==> src/aaw_pkg.sv <==
// Shared types and constants for the wrapping angle approach block.
package aaw_pkg;

	localparam int ANGLE_W  = 16;
	localparam int CFG_W    = 15;
	localparam int CFG_IDX_W = 2;
	localparam int DIV_STEPS = ANGLE_W;
	localparam int CNT_W    = $clog2(DIV_STEPS);

	localparam logic [CFG_IDX_W-1:0] REG_DIVISOR  = 2'd0;
	localparam logic [CFG_IDX_W-1:0] REG_MAX_STEP = 2'd1;
	localparam logic [CFG_IDX_W-1:0] REG_MIN_STEP = 2'd2;

	localparam logic [CFG_W-1:0] DIVISOR_RST  = 15'd4;
	localparam logic [CFG_W-1:0] MAX_STEP_RST = 15'd1024;
	localparam logic [CFG_W-1:0] MIN_STEP_RST = 15'd16;

	localparam logic CMD_STEP = 1'b0;
	localparam logic CMD_LOAD = 1'b1;

	typedef enum logic [1:0] {
		ST_IDLE,
		ST_DIV,
		ST_APPLY,
		ST_OUT
	} state_t;

	typedef struct packed {
		logic capture;
		logic div_step;
		logic apply;
	} dp_cmd_t;

	typedef struct packed {
		logic is_load;
		logic at_target;
	} dp_stat_t;

endpackage

==> src/aaw_ctrl.sv <==
// Controller state machine: sequences capture, serial division, update and output.
module aaw_ctrl (
	input  logic              clk,
	input  logic              arst_n,
	input  logic              in_valid,
	output logic              in_ready,
	output logic              out_valid,
	input  logic              out_ready,
	input  aaw_pkg::dp_stat_t stat,
	output aaw_pkg::dp_cmd_t  cmd
);
	import aaw_pkg::*;

	state_t           state_q;
	state_t           state_nxt;
	logic [CNT_W-1:0] cnt_q;
	logic             div_last;

	assign div_last = (cnt_q == CNT_W'(DIV_STEPS - 1));

	always_ff @(posedge clk or negedge arst_n) begin
		if (!arst_n) begin
			state_q <= ST_IDLE;
			cnt_q   <= '0;
		end else begin
			state_q <= state_nxt;
			if (state_q == ST_IDLE) begin
				cnt_q <= '0;
			end else if (state_q == ST_DIV) begin
				cnt_q <= cnt_q + CNT_W'(1);
			end
		end
	end

	always_comb begin
		state_nxt = state_q;
		case (state_q)
			ST_IDLE: begin
				if (in_valid) begin
					if (stat.is_load || stat.at_target) begin
						state_nxt = ST_OUT;
					end else begin
						state_nxt = ST_DIV;
					end
				end
			end
			ST_DIV: begin
				if (div_last) begin
					state_nxt = ST_APPLY;
				end
			end
			ST_APPLY: begin
				state_nxt = ST_OUT;
			end
			ST_OUT: begin
				if (out_ready) begin
					state_nxt = ST_IDLE;
				end
			end
			default: begin
				state_nxt = ST_IDLE;
			end
		endcase
	end

	always_comb begin
		in_ready     = 1'b0;
		out_valid    = 1'b0;
		cmd.capture  = 1'b0;
		cmd.div_step = 1'b0;
		cmd.apply    = 1'b0;
		case (state_q)
			ST_IDLE: begin
				in_ready    = 1'b1;
				cmd.capture = in_valid;
			end
			ST_DIV: begin
				cmd.div_step = 1'b1;
			end
			ST_APPLY: begin
				cmd.apply = 1'b1;
			end
			ST_OUT: begin
				out_valid = 1'b1;
			end
			default: begin
				in_ready = 1'b0;
			end
		endcase
	end

endmodule

==> src/aaw_dp.sv <==
// Datapath: configuration registers, angle state, serial divider and step update.
module aaw_dp (
	input  logic                                   clk,
	input  logic                                   arst_n,
	input  logic                                   cfg_we,
	input  logic [aaw_pkg::CFG_IDX_W-1:0]          cfg_index,
	input  logic [aaw_pkg::CFG_W-1:0]              cfg_wdata,
	input  logic                                   cmd_in,
	input  logic signed [aaw_pkg::ANGLE_W-1:0]     value,
	input  aaw_pkg::dp_cmd_t                       cmd,
	output aaw_pkg::dp_stat_t                      stat,
	output logic signed [aaw_pkg::ANGLE_W-1:0]     new_angle,
	output logic signed [aaw_pkg::ANGLE_W-1:0]     remaining
);
	import aaw_pkg::*;

	logic [CFG_W-1:0]   divisor_q;
	logic [CFG_W-1:0]   max_step_q;
	logic [CFG_W-1:0]   min_step_q;
	logic [ANGLE_W-1:0] angle_q;
	logic [ANGLE_W-1:0] tgt_q;
	logic               neg_q;
	logic [ANGLE_W-1:0] quo_q;
	logic [CFG_W-1:0]   rem_q;

	logic [ANGLE_W-1:0] diff_in;
	logic [ANGLE_W-1:0] div_eff;
	logic [ANGLE_W-1:0] trial;
	logic               trial_ge;
	logic [ANGLE_W-1:0] trial_sub;
	logic               min_path;
	logic [ANGLE_W-1:0] step_mag;
	logic [ANGLE_W-1:0] stepped;
	logic [ANGLE_W-1:0] left_after;
	logic               snap;
	logic [ANGLE_W-1:0] angle_nxt;

	always_ff @(posedge clk or negedge arst_n) begin
		if (!arst_n) begin
			divisor_q  <= DIVISOR_RST;
			max_step_q <= MAX_STEP_RST;
			min_step_q <= MIN_STEP_RST;
		end else if (cfg_we) begin
			case (cfg_index)
				REG_DIVISOR:  divisor_q  <= cfg_wdata;
				REG_MAX_STEP: max_step_q <= cfg_wdata;
				REG_MIN_STEP: min_step_q <= cfg_wdata;
				default:      divisor_q  <= divisor_q;
			endcase
		end
	end

	// Wrapped difference of the offered target against the held angle.
	assign diff_in        = value - angle_q;
	assign stat.is_load   = (cmd_in == CMD_LOAD);
	assign stat.at_target = (diff_in == '0);

	// One restoring division step per cycle on the magnitude of the difference.
	assign div_eff   = (divisor_q == '0) ? ANGLE_W'(1) : {1'b0, divisor_q};
	assign trial     = {rem_q, quo_q[ANGLE_W-1]};
	assign trial_ge  = (trial >= div_eff);
	assign trial_sub = trial - div_eff;

	// Update rule once the quotient magnitude sits in quo_q.
	assign min_path = (quo_q <= {1'b0, min_step_q});
	always_comb begin
		if (min_path) begin
			step_mag = {1'b0, min_step_q};
		end else if (quo_q > {1'b0, max_step_q}) begin
			step_mag = {1'b0, max_step_q};
		end else begin
			step_mag = quo_q;
		end
	end
	assign stepped    = neg_q ? (angle_q - step_mag) : (angle_q + step_mag);
	assign left_after = tgt_q - stepped;
	assign snap       = neg_q ? !left_after[ANGLE_W-1]
	                          : (left_after[ANGLE_W-1] || (left_after == '0));
	assign angle_nxt  = (min_path && snap) ? tgt_q : stepped;

	always_ff @(posedge clk or negedge arst_n) begin
		if (!arst_n) begin
			angle_q <= '0;
		end else if (cmd.capture && stat.is_load) begin
			angle_q <= value;
		end else if (cmd.apply) begin
			angle_q <= angle_nxt;
		end
	end

	always_ff @(posedge clk) begin
		if (cmd.capture) begin
			tgt_q <= value;
			neg_q <= diff_in[ANGLE_W-1];
			quo_q <= diff_in[ANGLE_W-1] ? (ANGLE_W'(0) - diff_in) : diff_in;
			rem_q <= '0;
		end else if (cmd.div_step) begin
			quo_q <= {quo_q[ANGLE_W-2:0], trial_ge};
			rem_q <= trial_ge ? trial_sub[CFG_W-1:0] : trial[CFG_W-1:0];
		end
	end

	// After a load or an item already on target the difference is zero by construction.
	assign new_angle = angle_q;
	assign remaining = tgt_q - angle_q;

endmodule

==> src/angle_approach_wrapping.sv <==
// Top level of the wrapping angle approach block.
// The block holds one 16-bit wrapping angle and moves it toward a target word.
// Input channel (in_valid/in_ready) carries one word: cmd and value. With cmd
// set to load, value becomes the angle at once. With cmd set to step, value is
// the target: the wrapped difference is divided by the divisor register, and
// the angle moves by that quotient clamped to max_step, or, when the quotient
// is at most min_step, by min_step, snapping to a target it reaches or passes.
// Output channel (out_valid/out_ready) returns one word per input word: the
// new angle and the wrapped difference still left to the target.
// A load, or a step already on target, shows its result in the cycle after
// acceptance; a step first runs the divider iterations, then an update state,
// then the output state. The restoring divider yields one quotient bit per
// cycle. One word is in flight at a time, so the next word is accepted at the
// earliest in the cycle after its result is taken by the receiver.
// A stalled receiver holds the result steady and in_ready stays low until it
// is taken. Configuration writes (cfg_we, cfg_index, cfg_wdata) land at once.
// Reset clears the angle to zero and restores divisor 4, max_step 1024 and
// min_step 16; no word is pending afterwards.
module angle_approach_wrapping (
	input  logic                               clk,
	input  logic                               arst_n,
	input  logic                               cfg_we,
	input  logic [aaw_pkg::CFG_IDX_W-1:0]      cfg_index,
	input  logic [aaw_pkg::CFG_W-1:0]          cfg_wdata,
	input  logic                               in_valid,
	output logic                               in_ready,
	input  logic                               cmd,
	input  logic signed [aaw_pkg::ANGLE_W-1:0] value,
	output logic                               out_valid,
	input  logic                               out_ready,
	output logic signed [aaw_pkg::ANGLE_W-1:0] new_angle,
	output logic signed [aaw_pkg::ANGLE_W-1:0] remaining
);
	import aaw_pkg::*;

	dp_cmd_t  dp_cmd;
	dp_stat_t dp_stat;

	// The controller only sequences; all arithmetic lives in the datapath.
	aaw_ctrl u_ctrl (
		.clk       (clk),
		.arst_n    (arst_n),
		.in_valid  (in_valid),
		.in_ready  (in_ready),
		.out_valid (out_valid),
		.out_ready (out_ready),
		.stat      (dp_stat),
		.cmd       (dp_cmd)
	);

	aaw_dp u_dp (
		.clk       (clk),
		.arst_n    (arst_n),
		.cfg_we    (cfg_we),
		.cfg_index (cfg_index),
		.cfg_wdata (cfg_wdata),
		.cmd_in    (cmd),
		.value     (value),
		.cmd       (dp_cmd),
		.stat      (dp_stat),
		.new_angle (new_angle),
		.remaining (remaining)
	);

endmodule

==> config.mk <==
export PLATFORM = sky130hd
export DESIGN_NAME = angle_approach_wrapping
export DESIGN_NICKNAME = d
export VERILOG_FILES = /design/src/aaw_pkg.sv /design/src/aaw_ctrl.sv /design/src/aaw_dp.sv /design/src/angle_approach_wrapping.sv
export SDC_FILE = /design/constraint.sdc
export NUM_CORES = 1
export LEC_CHECK = 0
export BUFFER_PORTS_ARGS = -buffer_cell sky130_fd_sc_hd__buf_2
export CAP_MARGIN = 20
export CORE_MARGIN = 4
export CORE_UTILIZATION = 35
export DETAILED_ROUTE_END_ITERATION = 8
export PLACE_DENSITY = 0.54
export SYNTH_ARGS = -nofsm -noshare
export SYNTH_HDL_FRONTEND = slang
export SYNTH_SLANG_ARGS = --single-unit
export TNS_END_PERCENT = 50
==> constraint.sdc <==
create_clock -name clk -period 9.9 [get_ports clk]
set_input_delay 0.99 -clock clk [delete_from_list [all_inputs] [get_ports clk]]
set_output_delay 0.99 -clock clk [all_outputs]
set_load 0.05 [all_outputs]
==> results.yml, run 1 <==
status:
  status: "finished, final reports clean"
synthesis:
  synth-seq-cells: 115
  yosysTopAreaCell: "dfrtp_1"
  yosysMostFrequentCell: "o21ai_0"
  netlist.area_leader.share_pct: 15.18
  synth_area_leaders: "dfrtp_1 15%, ha_1 13%, edfxtp_1 9.4%"
  netlist_area_um2: 10550
  synth_ff_type: "dfrtp_1"
  syn_avg_cell_area_um2: 8.360
  ys_types: 79
  ys_seq_area_share_pct: 28.17
  synth_commonest_cells: "129 x o21ai_0, 115 x inv_1, 109 x ha_1, 103 x nand2_1, 95 x nor2_1"
  synth_edf_count: 33
  synthArstFlopShare_pct: 58.26
  synth.net_count: 1415
  syn_inst: 1262
  yosys_warnings: 0
route:
  drt-total-wl_um: 32020
  firstDrtPassIters: 5
  drc: 0
  vias: 9494
  drtAntennaViolNets: 0
  avgRoutedWirePerCell_um: 18.59
  vias_per_cell: 5.513
  drt_iter0_drc: 643
sta:
  fin_skew_ps: 15.43
  rsz0062_at_grt: "no"
  finalSetupTns_ps: 0
  whs_ps: 492.3
  period_needed_ps: 8462
  worstMarginPinSlew_ps: 1002
  fin_crit_sh_pct: 85.47
  slew_viol_final: 0
  hold_violations: 0
  fmax_ghz: 0.1182
  setup_violations: 0
  slew_headroom_pct: 32.93
worst_setup_path:
  critPathMostFrequentCell: "a21oi_1"
  ff2ff_setup_slack_ps: 1440
  cp_slowest_cell: "nor4b_1"
  cp.required_ps: 10220
  max_stage_delay_ps: 600
  path_max_fanout: 25
  crit_buf_inv: 3
  cp_num_cells: 32
  critPathCapture: "u_dp.new_angle[2]"
  worstSetupEndpointType: "flop"
  cp_top_family: "compound AO/OA/AOI/OAI gates"
  critPathKind: "flop to flop"
  reg2reg_to: "u_dp.new_angle[2]"
  worstReg2RegStart: "u_dp.quo_q[13]"
  startpoint: "u_dp.quo_q[13]"
  worstPathArrival_ps: 8780
  reg2regPathDepth: 32
  start_kind: "flop"
cts:
  cts_setup_buffers: 0
  cts_buffers: 17
  cts_hold_buf: 0
  h-tree-depth: 4
  clkTransAtPathRegs_ps: 60
  cts_root_buf: "clkbuf_16"
  clk_latency_ps: 420
  cts_resized: 0
  clkSinkCount: 115
  tritoncts: "built"
  clock_path_buffers: 2
floorplan:
  die_area_um2: 32980
  design.portCount: 73
  design.core.area_um2: 29720
  die_h_um: 181.6
  fp-row-count: 63
  die_w_um: 181.6
  start_util_pct: 35.50
layout:
  fin_nets: 1472
  antenna_cells: 0
  nFillCells: 3039
  drive_gt1_share_pct: 12.91
  areaGrowthSynthToFinish_pct: 13.05
  multiInputGateArea_um2: 6984
  seq_area_um2: 2972
placed_design:
  port_buffers: 72
  finalWeightedCongestion: 0.8685
  post-dp-hpwl_um: 25140
grt:
  grt_use_total_pct: 19.50
  overflow: 0
  antenna_found_initial: 1
  grt_pass1_wl_um: 51610
  grt_max_degree: 68
  grt_pass1_vias: 9207
hold_path:
  min_path_type: "flop to flop"
flow_run:
  maxCapViolCount: 0
[cell usage in the layout, fill, tap and decap left out, types with 18 or more instances in the layout]
master and count:
nand3_1 23, ha_1 109, nand2_1 103, or3_1 22, edfxtp_1 33, mux2_2 33, nor3_1 34, xor2_1 23
inv_1 115, o21ai_0 129, mux2i_1 34, a21boi_0 18, dfrtp_1 64, a21oi_1 65, nor2b_1 20, clkbuf_16 18
buf_2 72, nor4_1 20, xnor2_1 26, nor2_1 95
[final cells by class]
| class | instances | area share, % |
|---|---|---|
| clock buffer | 18 | 3.777 |
| tap | 390 | 4.091 |
| multi-input combinational | 987 | 58.56 |
| inverter | 116 | 3.651 |
| sequential | 115 | 24.92 |
| timing repair buffer | 82 | 3.651 |
| clock inverter | 14 | 1.353 |
[cell families after synthesis]
logic type	share of synthesized area [%]
AND/OR/NAND/NOR	18.89
AO/OA/AOI/OAI	21.28
buffers and inverters	5.787
adder cells (fa/ha/maj)	14.29
flip-flops	28.17
multiplexers	7.092
XOR/XNOR	4.495
[layer usage]
metal,share of wire (%),routed length [um],global-route usage (%)
met1,50,16050,28.96
met4,1.7,553,5.314
met3,4.3,1366,2.985
met5,0.041,13,0
met2,44,14040,29.43
[worst register-to-register path, delay by kind of cell, from the launching register on]
kind                     cells  cell delay, ps
XOR/XNOR                     2             480
adder cells (fa/ha/maj)      3             970
AND/OR/NAND/NOR              8            1830
buffers and inverters        3             820
flip-flops                   1             500
multiplexers                 2             400
AO/OA/AOI/OAI               14            3340
[registers in the layout (all words and copies together) (netlist names), 2 cells and up]
name             cells
u_ctrl.cnt_q         4
u_ctrl.state_q       2
u_dp.divisor_q      15
u_dp.max_step_q     15
u_dp.min_step_q     15
u_dp.new_angle      16
u_dp.quo_q          16
u_dp.rem_q          15
u_dp.tgt_q          16
[metrics by stage]
stage | instances | area, um^2 | utilization, % | setup WS [ps]
CTS | 1722 | 11930 | 40.13 | 1611
detailed placement | 1690 | 11310 | 38.07 | 1683
global placement | 1690 | 11310 | 38.07 | 1914
floorplan | 1262 | 10550 | - | 1857
finish | 1722 | 11930 | 40.13 | 1438
global route | 1722 | 11930 | 40.13 | 639.7
[how the worst min path moves through the flow]
stage                         startpoint        endpoint  slack, ps  cells after the start
after floorplan           u_dp.rem_q[14]  u_dp.rem_q[14]        460                      2
after global placement    u_dp.rem_q[14]  u_dp.rem_q[14]        480                      2
after detailed placement  u_dp.rem_q[14]  u_dp.rem_q[14]        480                      2
after CTS                 u_dp.rem_q[14]  u_dp.rem_q[14]        490                      2
after global routing      u_dp.rem_q[14]  u_dp.rem_q[14]        520                      2
final                     u_dp.rem_q[14]  u_dp.rem_q[14]        490                      2
Power of run 1 is left out: the tool's default activity adds up to more than one toggle a clock period on the data nets, which glitch-free logic cannot reach.
==> run 2, diff against run 1 <==
Settings changed: CORE_UTILIZATION 35 to 50, PLACE_DENSITY 0.54 to 0.71.
==> run 2 against run 1 <==
Against the previous run:
- sequential cell count unchanged
- global-route usage up 5.9 points
- maximum frequency down 2.2%
- design area down 1.2%
- worst hold slack better by 14 ps
- sequential share of layout area up 0.29 points
- die area down 29%
- final cell count down 7.0%
- non-clock buffer count unchanged
- via count up 2.5%
- clock skew down 4.9 ps
- highest routed layer unchanged
- worst setup slack worse by 190 ps
==> results.yml, run 2 (same netlist as run 1, synthesis figures left out) <==
sta:
  worstMarginPinSlew_ps: 926.8
  fin_crit_sh_pct: 87.38
  fin_skew_ps: 10.55
  setup_violations: 0
  period_needed_ps: 8651
  fmax_ghz: 0.1156
  rsz0062_at_grt: "no"
  slew_viol_final: 0
  finalSetupTns_ps: 0
  hold_violations: 0
  slew_headroom_pct: 38.22
cts:
  cts_resized: 0
  tritoncts: "built"
  clkTransAtPathRegs_ps: 60
  cts_root_buf: "clkbuf_16"
  cts_setup_buffers: 0
  clock_path_buffers: 2
  cts_hold_buf: 0
  clk_latency_ps: 420
  clkSinkCount: 115
  cts_buffers: 17
  h-tree-depth: 4
floorplan:
  start_util_pct: 51.48
  design.portCount: 73
  design.core.area_um2: 20490
  die_w_um: 153.3
  die_area_um2: 23490
  fp-row-count: 52
  die_h_um: 153.3
placed_design:
  post-dp-hpwl_um: 23270
  finalWeightedCongestion: 0.9277
  dpl.cell_count: 1569
  port_buffers: 72
route:
  firstDrtPassIters: 6
  avgRoutedWirePerCell_um: 18.96
  vias: 9731
  drc: 0
  drt_iter0_drc: 876
  drtAntennaViolNets: 0
  vias_per_cell: 6.074
  drt-total-wl_um: 30370
worst_setup_path:
  max_stage_delay_ps: 560
  cp.required_ps: 10200
  critPathMostFrequentCell: "a21oi_1"
  worstPathArrival_ps: 8950
  start_kind: "flop"
  path_max_fanout: 28
  worstSetupEndpointType: "flop"
  critPathKind: "flop to flop"
  cp_slowest_cell: "dfstp_2"
hold_path:
  min_path_type: "flop to flop"
flow_run:
  maxCapViolCount: 0
grt:
  antenna_found_initial: 1
  grt_use_total_pct: 25.35
  grt_pass1_vias: 9084
  grt_pass1_wl_um: 48560
  overflow: 0
  grt_max_degree: 69
status:
  status: "finished, final reports clean"
layout:
  antenna_cells: 0
  drive_gt1_share_pct: 12.91
  areaGrowthSynthToFinish_pct: 11.73
  final_common_cell: "o21ai_0"
  fin_nets: 1472
  final_cell_mix: "129 x o21ai_0, 115 x inv_1, 109 x ha_1"
  instances_no_fill: 1602
run 2: cell types whose count changed in the layout (fill, tap and decap cells not counted), sizes merged:
cell / before / now
inv: 124 / 121
clkinvlp: 0 / 1
clkbuf: 18 / 20
run 2: area by class of cell:
type,count,area [um^2]
fill,1845,8707
multi-input combinational,987,6984
sequential,115,2972
clock buffer,20,478.0
timing repair buffer,82,439.2
inverter,116,435.4
tap,270,337.8
clock inverter,12,141.4
run 2: routing by layer:
metal	global-route usage, %	vias to the layer above	wire length [um]
li1	-	4725	-
met1	37.86	4587	14730
met2	38.23	371	13130
met3	4.439	46	1913
met4	5.940	2	575
met5	0	-	13
run 2: worst paths after layout:
path                                      end                start  slack (ps)  depth (start not counted)
setup / recovery            u_dp.new_angle[5]  u_dp.max_step_q[10]        1250                         32
hold / removal                 u_dp.rem_q[14]       u_dp.rem_q[14]         510                          2
setup reg to reg            u_dp.new_angle[5]  u_dp.max_step_q[10]        1250                         32
min in group asynchronous   u_dp.divisor_q[3]               arst_n         790                          2
max in group asynchronous  u_dp.new_angle[10]               arst_n        8510                          2
hold reg to reg                u_dp.rem_q[14]       u_dp.rem_q[14]         510                          2
run 2: worst max-delay path: cells and delay by family (launching register included):
family	cells	cell delay, ps
buffers and inverters	4	860
AO/OA/AOI/OAI	13	3340
multiplexers	2	700
flip-flops	1	560
AND/OR/NAND/NOR	8	1800
XOR/XNOR	2	410
adder cells (fa/ha/maj)	3	860
run 2: through the flow:
step	worst slack [ps]	cell area (um^2)	util (%)	hold slack, ps
6_report	1249	11790	57.52	506.0
5_1_grt	533.5	11790	57.52	530.4
4_1_cts	1153	11780	57.46	508.0
3_5_place_dp	1244	11160	54.44	498.5
3_3_place_gp	1551	11160	54.44	472.6
2_1_floorplan	1857	10550	-	459.7
Power of run 2 is left out for the same reason.
